### config.mk
export PLATFORM = sky130hd
export DESIGN_NAME = lfu_replacement_policy_flat
export DESIGN_NICKNAME = d
export VERILOG_FILES = /design/src/sv/lfu_pkg.sv /design/src/sv/lfu_req_if.sv /design/src/sv/lfu_rsp_if.sv /design/src/sv/lfu_store.sv /design/src/sv/lfu_cmp.sv /design/src/sv/lfu_replacement_policy.sv /design/src/flat_wrapper.sv
export VERILOG_INCLUDE_DIRS = /design/src /design/src/sv
export SDC_FILE = /design/constraint.sdc
export NUM_CORES = 2
export LEC_CHECK = 0
export ABC_AREA = 1
export ABC_CLOCK_PERIOD_IN_PS = 8200
export BUFFER_PORTS_ARGS = -buffer_cell sky130_fd_sc_hd__buf_2
export CAP_MARGIN = 20
export CORE_UTILIZATION = 28
export DETAILED_ROUTE_END_ITERATION = 8
export GPL_ROUTABILITY_DRIVEN = 0
export PLACE_DENSITY_LB_ADDON = 0.08
export SYNTH_ARGS = -nofsm -noshare
export SYNTH_HDL_FRONTEND = slang
export SYNTH_SLANG_ARGS = --single-unit
### constraint.sdc
create_clock -name clk -period 8.2 [get_ports clk]
set_clock_uncertainty 0.2 [all_clocks]
set_input_delay 0.41 -clock clk [delete_from_list [all_inputs] [get_ports clk]]
set_output_delay 0.41 -clock clk [all_outputs]
set_load 0.02 [all_outputs]
### src/sv/lfu_replacement_policy_defines.svh
// assertion macros for the lfu replacement tracker
// needs clk and arst_n in the scope where a macro is used
// no other dependencies
`ifndef LFU_REPLACEMENT_POLICY_DEFINES_SVH
`define LFU_REPLACEMENT_POLICY_DEFINES_SVH

// same-cycle implication, held off during reset
`define LFU_ASSERT_IMP(lbl, ante, cons, msg) \
	lbl: assert property (@(posedge clk) disable iff (!arst_n) (ante) |-> (cons)) \
		else $error(msg);

// next-cycle implication, held off during reset
`define LFU_ASSERT_NXT(lbl, ante, cons, msg) \
	lbl: assert property (@(posedge clk) disable iff (!arst_n) (ante) |=> (cons)) \
		else $error(msg);

`endif

### src/sv/lfu_pkg.sv
// shared types and constants for the lfu replacement tracker
// no dependencies
package lfu_pkg;

	localparam int ENTRIES_DEF    = 16;
	localparam int KEY_BITS_DEF   = 32;
	localparam int COUNT_BITS_DEF = 16;
	localparam int SEQ_BITS       = 48;
	localparam int KEY_W          = 32;
	localparam int CMD_W          = 2;

	typedef enum logic [CMD_W-1:0] {
		CMD_ACCESS = 2'd0,
		CMD_INSERT = 2'd1,
		CMD_EVICT  = 2'd2,
		CMD_REMOVE = 2'd3
	} cmd_t;

	typedef enum logic [3:0] {
		ST_IDLE   = 4'b0001,
		ST_SCAN   = 4'b0010,
		ST_LAST   = 4'b0100,
		ST_UPDATE = 4'b1000
	} state_t;

	// flags from the shared compare unit
	typedef struct packed {
		logic key_match;
		logic min_better;
	} cmp_flags_t;

endpackage

### src/sv/lfu_req_if.sv
// request channel: command and key word
// depends on lfu_pkg
interface lfu_req_if;
	logic                      valid;
	logic                      ready;
	logic [lfu_pkg::CMD_W-1:0] cmd;
	logic [lfu_pkg::KEY_W-1:0] key;

	modport source (output valid, cmd, key, input ready);
	modport sink (input valid, cmd, key, output ready);
endinterface

### src/sv/lfu_rsp_if.sv
// response channel: victim key and status flags
// depends on lfu_pkg
interface lfu_rsp_if;
	logic                      valid;
	logic                      ready;
	logic [lfu_pkg::KEY_W-1:0] victim_key;
	logic                      hit;
	logic                      table_full;

	modport source (output valid, victim_key, hit, table_full, input ready);
	modport sink (input valid, victim_key, hit, table_full, output ready);
endinterface

### src/sv/lfu_store.sv
// entry memory: key, use count and age stamp per slot
// one registered read port, one write port; depends on lfu_pkg
module lfu_store #(
	parameter int ENTRIES    = lfu_pkg::ENTRIES_DEF,
	parameter int KEY_BITS   = lfu_pkg::KEY_BITS_DEF,
	parameter int COUNT_BITS = lfu_pkg::COUNT_BITS_DEF,
	parameter int IDX_W      = $clog2(ENTRIES)
) (
	input  logic                         clk,
	input  logic                         rd_en,
	input  logic [IDX_W-1:0]             rd_idx,
	output logic [KEY_BITS-1:0]          rd_key,
	output logic [COUNT_BITS-1:0]        rd_cnt,
	output logic [lfu_pkg::SEQ_BITS-1:0] rd_age,
	input  logic                         wr_en,
	input  logic [IDX_W-1:0]             wr_idx,
	input  logic [KEY_BITS-1:0]          wr_key,
	input  logic [COUNT_BITS-1:0]        wr_cnt,
	input  logic [lfu_pkg::SEQ_BITS-1:0] wr_age
);
	import lfu_pkg::*;

	logic [KEY_BITS-1:0]   key_mem [ENTRIES];
	logic [COUNT_BITS-1:0] cnt_mem [ENTRIES];
	logic [SEQ_BITS-1:0]   age_mem [ENTRIES];

	always_ff @(posedge clk) begin
		if (wr_en) begin
			key_mem[wr_idx] <= wr_key;
			cnt_mem[wr_idx] <= wr_cnt;
			age_mem[wr_idx] <= wr_age;
		end
	end

	always_ff @(posedge clk) begin
		if (rd_en) begin
			rd_key <= key_mem[rd_idx];
			rd_cnt <= cnt_mem[rd_idx];
			rd_age <= age_mem[rd_idx];
		end
	end

endmodule

### src/sv/lfu_cmp.sv
// shared compare unit: key match and lowest count / oldest stamp test
// depends on lfu_pkg
module lfu_cmp #(
	parameter int KEY_BITS   = lfu_pkg::KEY_BITS_DEF,
	parameter int COUNT_BITS = lfu_pkg::COUNT_BITS_DEF
) (
	input  logic                         ent_valid,
	input  logic [KEY_BITS-1:0]          ent_key,
	input  logic [COUNT_BITS-1:0]        ent_cnt,
	input  logic [lfu_pkg::SEQ_BITS-1:0] ent_age,
	input  logic [KEY_BITS-1:0]          key,
	input  logic                         have_best,
	input  logic [COUNT_BITS-1:0]        best_cnt,
	input  logic [lfu_pkg::SEQ_BITS-1:0] best_age,
	output lfu_pkg::cmp_flags_t          flags
);
	import lfu_pkg::*;

	logic cnt_lt;
	logic cnt_eq;
	logic age_lt;

	assign cnt_lt = ent_cnt < best_cnt;
	assign cnt_eq = ent_cnt == best_cnt;
	assign age_lt = ent_age < best_age;

	// strict compare keeps the lowest slot on a full tie
	assign flags.key_match  = ent_valid && (ent_key == key);
	assign flags.min_better = ent_valid && (!have_best || cnt_lt || (cnt_eq && age_lt));

endmodule

### src/sv/lfu_replacement_policy.sv
// top level of the lfu replacement tracker: sequencer, valid bits, stamp counter
// depends on lfu_pkg, lfu_req_if, lfu_rsp_if, lfu_store, lfu_cmp and the defines header
//
//   port   | dir  | word carried
//   -------+------+------------------------------------------
//   req    | sink | cmd (2 bits), key (32 bits)
//   rsp    | src  | victim_key (32 bits), hit, table_full
//
// a command steps through one memory read per slot through the single read port,
// the last compare, the write-back and reply, then an idle step to take the next word;
// no new command is taken before the write-back of the last one
// the reply word is registered at the write-back and held until it is taken
// reset clears the valid bits, the stamp counter and all handshake state
// the result sits in an output register; a stalled rsp holds the sequencer
// in its write-back step only if the previous word has not been taken
`include "lfu_replacement_policy_defines.svh"

module lfu_replacement_policy #(
	parameter int ENTRIES    = lfu_pkg::ENTRIES_DEF,
	parameter int KEY_BITS   = lfu_pkg::KEY_BITS_DEF,
	parameter int COUNT_BITS = lfu_pkg::COUNT_BITS_DEF
) (
	input logic      clk,
	input logic      arst_n,
	lfu_req_if.sink  req,
	lfu_rsp_if.source rsp
);
	import lfu_pkg::*;

	localparam int IDX_W = $clog2(ENTRIES);

	// sequencer and command registers
	state_t                state_q;
	cmd_t                  cmd_q;
	logic [KEY_BITS-1:0]   key_q;
	logic [IDX_W-1:0]      rd_idx_q;

	// read data tag, registered from the read address alongside the read data
	logic                  chk_s1;
	logic [IDX_W-1:0]      chk_idx_s1;

	// slot occupancy and stamp source
	logic [ENTRIES-1:0]    valid_q;
	logic [SEQ_BITS-1:0]   seq_q;

	// scan results
	logic                  found_q;
	logic [IDX_W-1:0]      best_idx_q;
	logic [COUNT_BITS-1:0] best_cnt_q;
	logic [SEQ_BITS-1:0]   best_age_q;
	logic [KEY_BITS-1:0]   best_key_q;
	logic                  free_found_q;
	logic [IDX_W-1:0]      free_idx_q;

	// output register
	logic                  out_valid_q;
	logic [KEY_W-1:0]      out_victim_q;
	logic                  out_hit_q;
	logic                  out_full_q;

	// memory ports
	logic                  rd_en;
	logic [KEY_BITS-1:0]   rd_key;
	logic [COUNT_BITS-1:0] rd_cnt;
	logic [SEQ_BITS-1:0]   rd_age;
	logic                  wr_en;
	logic [IDX_W-1:0]      wr_idx;
	logic [COUNT_BITS-1:0] wr_cnt;

	cmp_flags_t            flags;
	logic                  ent_valid;
	logic                  take;
	logic                  free_take;
	logic                  req_fire;
	logic                  upd_fire;
	logic                  do_bump;
	logic                  do_insert;
	logic                  do_drop;
	logic [COUNT_BITS-1:0] cnt_next;
	logic [63:0]           key_ext;
	logic [63:0]           victim_ext;
	logic [KEY_BITS-1:0]   key_in;

	// key kept as its low KEY_BITS bits, zero-extended when wider than the port
	assign key_ext    = 64'(req.key);
	assign key_in     = key_ext[KEY_BITS-1:0];
	assign victim_ext = 64'(best_key_q);

	assign req.ready = (state_q == ST_IDLE);
	assign req_fire  = req.valid && req.ready;
	assign upd_fire  = (state_q == ST_UPDATE) && (!out_valid_q || rsp.ready);
	assign rd_en     = (state_q == ST_SCAN);

	assign rsp.valid      = out_valid_q;
	assign rsp.victim_key = out_victim_q;
	assign rsp.hit        = out_hit_q;
	assign rsp.table_full = out_full_q;

	lfu_store #(
		.ENTRIES    (ENTRIES),
		.KEY_BITS   (KEY_BITS),
		.COUNT_BITS (COUNT_BITS),
		.IDX_W      (IDX_W)
	) u_store (
		.clk    (clk),
		.rd_en  (rd_en),
		.rd_idx (rd_idx_q),
		.rd_key (rd_key),
		.rd_cnt (rd_cnt),
		.rd_age (rd_age),
		.wr_en  (wr_en),
		.wr_idx (wr_idx),
		.wr_key (key_q),
		.wr_cnt (wr_cnt),
		.wr_age (seq_q)
	);

	assign ent_valid = valid_q[chk_idx_s1];

	lfu_cmp #(
		.KEY_BITS   (KEY_BITS),
		.COUNT_BITS (COUNT_BITS)
	) u_cmp (
		.ent_valid (ent_valid),
		.ent_key   (rd_key),
		.ent_cnt   (rd_cnt),
		.ent_age   (rd_age),
		.key       (key_q),
		.have_best (found_q),
		.best_cnt  (best_cnt_q),
		.best_age  (best_age_q),
		.flags     (flags)
	);

	// evict keeps the running minimum, the others keep the first key match
	always_comb begin
		if (cmd_q == CMD_EVICT) begin
			take = chk_s1 && flags.min_better;
		end else begin
			take = chk_s1 && flags.key_match && !found_q;
		end
	end

	// lowest free slot, picked up on the same pass
	assign free_take = chk_s1 && !ent_valid && !free_found_q;

	// write-back decisions
	assign do_bump   = found_q && ((cmd_q == CMD_ACCESS) || (cmd_q == CMD_INSERT));
	assign do_insert = (cmd_q == CMD_INSERT) && !found_q && free_found_q;
	assign do_drop   = found_q && ((cmd_q == CMD_EVICT) || (cmd_q == CMD_REMOVE));

	// count saturates at all ones, stamp is renewed regardless
	assign cnt_next = (best_cnt_q == '1) ? best_cnt_q : best_cnt_q + COUNT_BITS'(1);

	assign wr_en  = upd_fire && (do_bump || do_insert);
	assign wr_idx = do_bump ? best_idx_q : free_idx_q;
	assign wr_cnt = do_bump ? cnt_next : COUNT_BITS'(1);

	// sequencer
	always_ff @(posedge clk or negedge arst_n) begin
		if (!arst_n) begin
			state_q  <= ST_IDLE;
			rd_idx_q <= '0;
			chk_s1   <= 1'b0;
		end else begin
			chk_s1 <= (state_q == ST_SCAN);
			unique case (state_q)
				ST_IDLE: begin
					rd_idx_q <= '0;
					if (req_fire) begin
						state_q <= ST_SCAN;
					end
				end
				ST_SCAN: begin
					rd_idx_q <= rd_idx_q + IDX_W'(1);
					if (rd_idx_q == IDX_W'(ENTRIES - 1)) begin
						state_q <= ST_LAST;
					end
				end
				ST_LAST: begin
					state_q <= ST_UPDATE;
				end
				ST_UPDATE: begin
					if (upd_fire) begin
						state_q <= ST_IDLE;
					end
				end
				default: begin
					state_q <= ST_IDLE;
				end
			endcase
		end
	end

	// command capture, reset-free payload
	always_ff @(posedge clk) begin
		if (req_fire) begin
			cmd_q <= cmd_t'(req.cmd);
			key_q <= key_in;
		end
		chk_idx_s1 <= rd_idx_q;
		if (take) begin
			best_idx_q <= chk_idx_s1;
			best_cnt_q <= rd_cnt;
			best_age_q <= rd_age;
			best_key_q <= rd_key;
		end
		if (free_take) begin
			free_idx_q <= chk_idx_s1;
		end
	end

	// scan flags
	always_ff @(posedge clk or negedge arst_n) begin
		if (!arst_n) begin
			found_q      <= 1'b0;
			free_found_q <= 1'b0;
		end else if (req_fire) begin
			found_q      <= 1'b0;
			free_found_q <= 1'b0;
		end else begin
			if (take) begin
				found_q <= 1'b1;
			end
			if (free_take) begin
				free_found_q <= 1'b1;
			end
		end
	end

	// occupancy and stamp counter
	always_ff @(posedge clk or negedge arst_n) begin
		if (!arst_n) begin
			valid_q <= '0;
			seq_q   <= '0;
		end else if (upd_fire) begin
			if (do_insert) begin
				valid_q[free_idx_q] <= 1'b1;
			end
			if (do_drop) begin
				valid_q[best_idx_q] <= 1'b0;
			end
			if (do_bump || do_insert) begin
				seq_q <= seq_q + SEQ_BITS'(1);
			end
		end
	end

	// output register
	always_ff @(posedge clk or negedge arst_n) begin
		if (!arst_n) begin
			out_valid_q <= 1'b0;
		end else if (upd_fire) begin
			out_valid_q <= 1'b1;
		end else if (rsp.ready) begin
			out_valid_q <= 1'b0;
		end
	end

	always_ff @(posedge clk) begin
		if (upd_fire) begin
			out_victim_q <= (found_q && (cmd_q == CMD_EVICT)) ? victim_ext[KEY_W-1:0] : '0;
			out_hit_q    <= found_q;
			out_full_q   <= (cmd_q == CMD_INSERT) && !found_q && !free_found_q;
		end
	end

	// checks
	`LFU_ASSERT_NXT(a_busy_after_accept, req_fire, !req.ready, "ready high right after an accept")
	`LFU_ASSERT_IMP(a_full_no_hit, rsp.valid && rsp.table_full, !rsp.hit, "refused insert flagged as hit")
	`LFU_ASSERT_IMP(a_victim_hit, rsp.valid && (rsp.victim_key != '0), rsp.hit, "victim word without hit")
	`LFU_ASSERT_IMP(a_one_slot_step, 1'b1, $countones(valid_q) <= $countones($past(valid_q)) + 1, "more than one slot filled at once")

endmodule
### src/flat_wrapper.sv
// flat-port wrapper written by rule: the top's interface ports become plain ports
module lfu_replacement_policy_flat import lfu_pkg::*;
#(
	parameter int ENTRIES    = lfu_pkg::ENTRIES_DEF,
	parameter int KEY_BITS   = lfu_pkg::KEY_BITS_DEF,
	parameter int COUNT_BITS = lfu_pkg::COUNT_BITS_DEF
)
  (clk, arst_n, req_valid, req_cmd, req_key, req_ready, rsp_valid, rsp_victim_key, rsp_hit, rsp_table_full, rsp_ready);
  lfu_req_if req_i ();
  lfu_rsp_if rsp_i ();
  input logic clk;
  input logic arst_n;
  input wire logic [$bits(req_i.valid)-1:0] req_valid;
  input wire logic [$bits(req_i.cmd)-1:0] req_cmd;
  input wire logic [$bits(req_i.key)-1:0] req_key;
  output wire logic [$bits(req_i.ready)-1:0] req_ready;
  output wire logic [$bits(rsp_i.valid)-1:0] rsp_valid;
  output wire logic [$bits(rsp_i.victim_key)-1:0] rsp_victim_key;
  output wire logic [$bits(rsp_i.hit)-1:0] rsp_hit;
  output wire logic [$bits(rsp_i.table_full)-1:0] rsp_table_full;
  input wire logic [$bits(rsp_i.ready)-1:0] rsp_ready;
  assign req_i.valid = req_valid;
  assign req_i.cmd = req_cmd;
  assign req_i.key = req_key;
  assign req_ready = req_i.ready;
  assign rsp_valid = rsp_i.valid;
  assign rsp_victim_key = rsp_i.victim_key;
  assign rsp_hit = rsp_i.hit;
  assign rsp_table_full = rsp_i.table_full;
  assign rsp_i.ready = rsp_ready;
  lfu_replacement_policy #(.ENTRIES(ENTRIES), .KEY_BITS(KEY_BITS), .COUNT_BITS(COUNT_BITS)) u_core (.clk(clk), .arst_n(arst_n), .req(req_i), .rsp(rsp_i));
endmodule
==> impl_metrics.toml <==
[floorplanning]
die_area_mm2 = 0.267
rows = 188
die_h_um = 517
start_util = 0.282
design.core.area_mm2 = 0.263
die_w_um = 517
io_pins = 74

[synthesis]
synth_compound_area_frac = 0.0955
synth-seq-cells = 1884
synth_area_mm2 = 0.0742
yosys.area_share.adder = 0.0111
synth_top_family_by_area = "simple AND/OR/NAND/NOR gates"
synth_ff_type = "edfxtp_1"
yosys_warnings = 0
synth-xor-area-share = 0.00638
synth_edf_count = 1804
syn-num-nets = 5691
muxShareOfSynthArea = 0
synth_cells = 5587
ys_seq_area_frac = 0.757
async_flop_share = 0.0403
synth_cell_type_count = 47
synth-simple-area-share = 0.0994
syn_avg_cell_area_um2 = 13.3

[clock_network]
cts.sinks = 1884
holdBufCountCts = 56
cts_buffers = 215
clock_path_buffers = 3
htree_levels = 4
cts_tree = "built"
clkTransAtPathRegs_ns = 0.06
post_cts_buffers = 0
clock_latency_ns = 0.87
cts_resized = 0
root_buffer = "clkbuf_16"

[cells_and_area]
area_growth_syn_to_layout_pct = 16.3
layout_common_cells = "1804 x edfxtp_1, 907 x nand2_1, 544 x o21ai_0"
drive_gt1_frac = 0.0860
finish.utilization = 0.328
final_common_cell = "edfxtp_1"
nNetsFinal = 5812

[worst_setup_path]
worstSetupPathDepth = 9
crit_path_max_incr_delay_ns = 0.87
cp_slowest_cell = "buf_4"
critPathMaxFanout = 51
critPathCaptureType = "flip-flop"
critical_path.top_delay_family = "simple AND/OR/NAND/NOR gates"
ff2ff_setup_slack_ns = 2.84
crit_chain = "nor2_2, nand2_1, nor2_4, nand2_2, inv_2, buf_4, nand3_1, nor2_4, buf_4"
crit_type = "flip-flop to flip-flop"
critPathArrivalTime_ns = 5.64
r2r_end = "u_core.u_store.key_mem[12][26]"
cp-startpoint = "u_core.state_q[1]"
endpoint = "u_core.u_store.key_mem[12][26]"
cp.required_ns = 8.48
r2r_cells = 9
rr_startpoint = "u_core.state_q[1]"
cp-start-kind = "flip-flop"
crit_buf_inv = 3

[sta]
relSlewSlack = 0.286
slew_violations = 0
fin_crit_ns = 5.36
final_hold_viol_count = 0
setup_viol = 0
rsz0062_at_grt = "false"
fmaxAchievable_ghz = 0.187
fin_setup_tns_ns = 0
worstMarginPinSlew_ns = 1.07
period_share = 0.653

[detailed_routing]
drt_iter0_markers = 3061
drc = 0
num_vias = 45194
routedWlPerCell_um = 25.0
vias_per_cell = 4.80
ant_nets = 0
drt_first_pass_iters = 5
routed_wl_um = 235000

[grt]
grt_first_pass_wirelength_um = 338000
antenna_found_initial = 5
grt_pass1_vias = 45459
met2_usage = 0.290
met1_usage = 0.244
overflow = 0
grt_use_met3 = 0.0215
busiest_layer = "met2"
globalRouteTotalUtil = 0.175
grt_start_max_net_pins = 160

[placement]
dpl.hpwl_um = 122000
io_buffers = 73

[power]
power.density_mw_per_mm2 = 296
leakagePower_nw = 29.9
vdd.ir_drop.worst_mv = 0.249

[flow_run]
max_cap_viol_count = 0

[status]
status = "completed"

[worst_hold_path]
hold_class = "input pin to asynchronous set/reset pin"
-- state kept, by name (all words and copies together), names as in the netlist, 48 cells and up --
| name | count |
|---|---|
| u_core.best_age_q | 48 |
| u_core.seq_q | 48 |
| u_core.u_store.age_mem | 768 |
| u_core.u_store.cnt_mem | 256 |
| u_core.u_store.key_mem | 512 |
| u_core.u_store.rd_age | 48 |
-- layer usage --
metal	wire, um	share of wire	vias up
met5	0	0	-
met4	3740	0.016	0
met3	7370	0.031	258
met2	112000	0.48	762
met1	112000	0.48	23359
li1	-	-	20815
-- logic make-up after synthesis --
kind of cell / count (synthesis)
flops: 1884
fa+ha+maj: 66
compound gates: 1228
simple gates: 1796
buf+inv: 559
xor+xnor: 54
-- through the flow --
stage	setup WS (ns)	hold slack, ns	power (W)	area [um^2]	std cells
after floorplan	1.25	-0.0856	0.0143	74200	5587
after global placement	2.73	0.232	0.0163	78700	8948
after detailed placement	2.75	0.235	0.0163	78700	8950
after CTS	2.74	0.000644	0.0260	86300	9409
after global routing	2.57	0.0320	0.0267	86300	9413
final	2.84	0.0705	0.0256	86300	9413
-- Yosys cell counts, types with 2 or more instances --
| library cell | n | share of area |
|---|---|---|
| a22oi_1 | 3 | 0.00030 |
| inv_1 | 243 | 0.012 |
| nand2_2 | 3 | 0.00025 |
| o21ai_0 | 544 | 0.037 |
| a221oi_1 | 127 | 0.015 |
| nand3_1 | 182 | 0.012 |
| xor2_1 | 31 | 0.0037 |
| xnor2_1 | 23 | 0.0027 |
| edfxtp_1 | 1804 | 0.73 |
| dfxtp_1 | 4 | 0.0011 |
| a21oi_1 | 302 | 0.020 |
| buf_2 | 103 | 0.0070 |
| a21o_1 | 3 | 0.00030 |
| buf_1 | 7 | 0.00035 |
| nand2_1 | 909 | 0.046 |
| nor4_1 | 6 | 0.00051 |
| o211ai_1 | 5 | 0.00051 |
| o221ai_1 | 65 | 0.0077 |
| or2_2 | 8 | 0.00067 |
| buf_4 | 7 | 0.00071 |
| clkbuf_1 | 192 | 0.0097 |
| dfrtp_1 | 75 | 0.025 |
| o21ai_1 | 38 | 0.0026 |
| inv_2 | 6 | 0.00030 |
| nor2_4 | 3 | 0.00046 |
| nor2_1 | 560 | 0.028 |
| ha_1 | 66 | 0.011 |
| nand4_1 | 84 | 0.0071 |
| nand3b_1 | 2 | 0.00020 |
| o22ai_1 | 135 | 0.011 |
| nor3_1 | 31 | 0.0021 |
-- where the power goes --
part	internal [W]	leakage (nW)	total (W)	switching (W)
Combinational	0.00104	8.65	0.00400	0.00296
Sequential	0.0113	17.9	0.0120	0.000690
Clock	0.00553	3.37	0.00958	0.00405
Total	0.0178	29.9	0.0256	0.00770
-- worst min-delay path by stage --
stage / depth (start not counted) / slack, ns / to / start
global route: 2 / 0.03 / u_core.state_q[0] / arst_n
detailed placement: 0 / 0.24 / u_core.best_key_q[23] / u_core.u_store.rd_key[23]
finish: 3 / 0.07 / u_core.valid_q[11] / arst_n
CTS: 2 / 0.0006 / u_core.state_q[0] / arst_n
global placement: 0 / 0.23 / u_core.best_key_q[7] / u_core.u_store.rd_key[7]
floorplan: 0 / -0.09 / u_core.chk_s1 / arst_n
-- worst min-delay path: stages --
cell	delay (ns)
dlygate4sd3_1	0.53
buf_4	0.29
buf_16	0.26
-- cell type report --
class / instances / area (um^2)
tap: 3515 / 4400
timing repair buffer: 214 / 1830
multi-input combinational: 3144 / 15900
clock inverter: 112 / 1160
sequential: 1884 / 56200
inverter: 249 / 962
fill: 26027 / 176000
clock buffer: 291 / 5810
antenna: 4 / 10.0
Note: power is estimated with default switching activity, not from simulation.
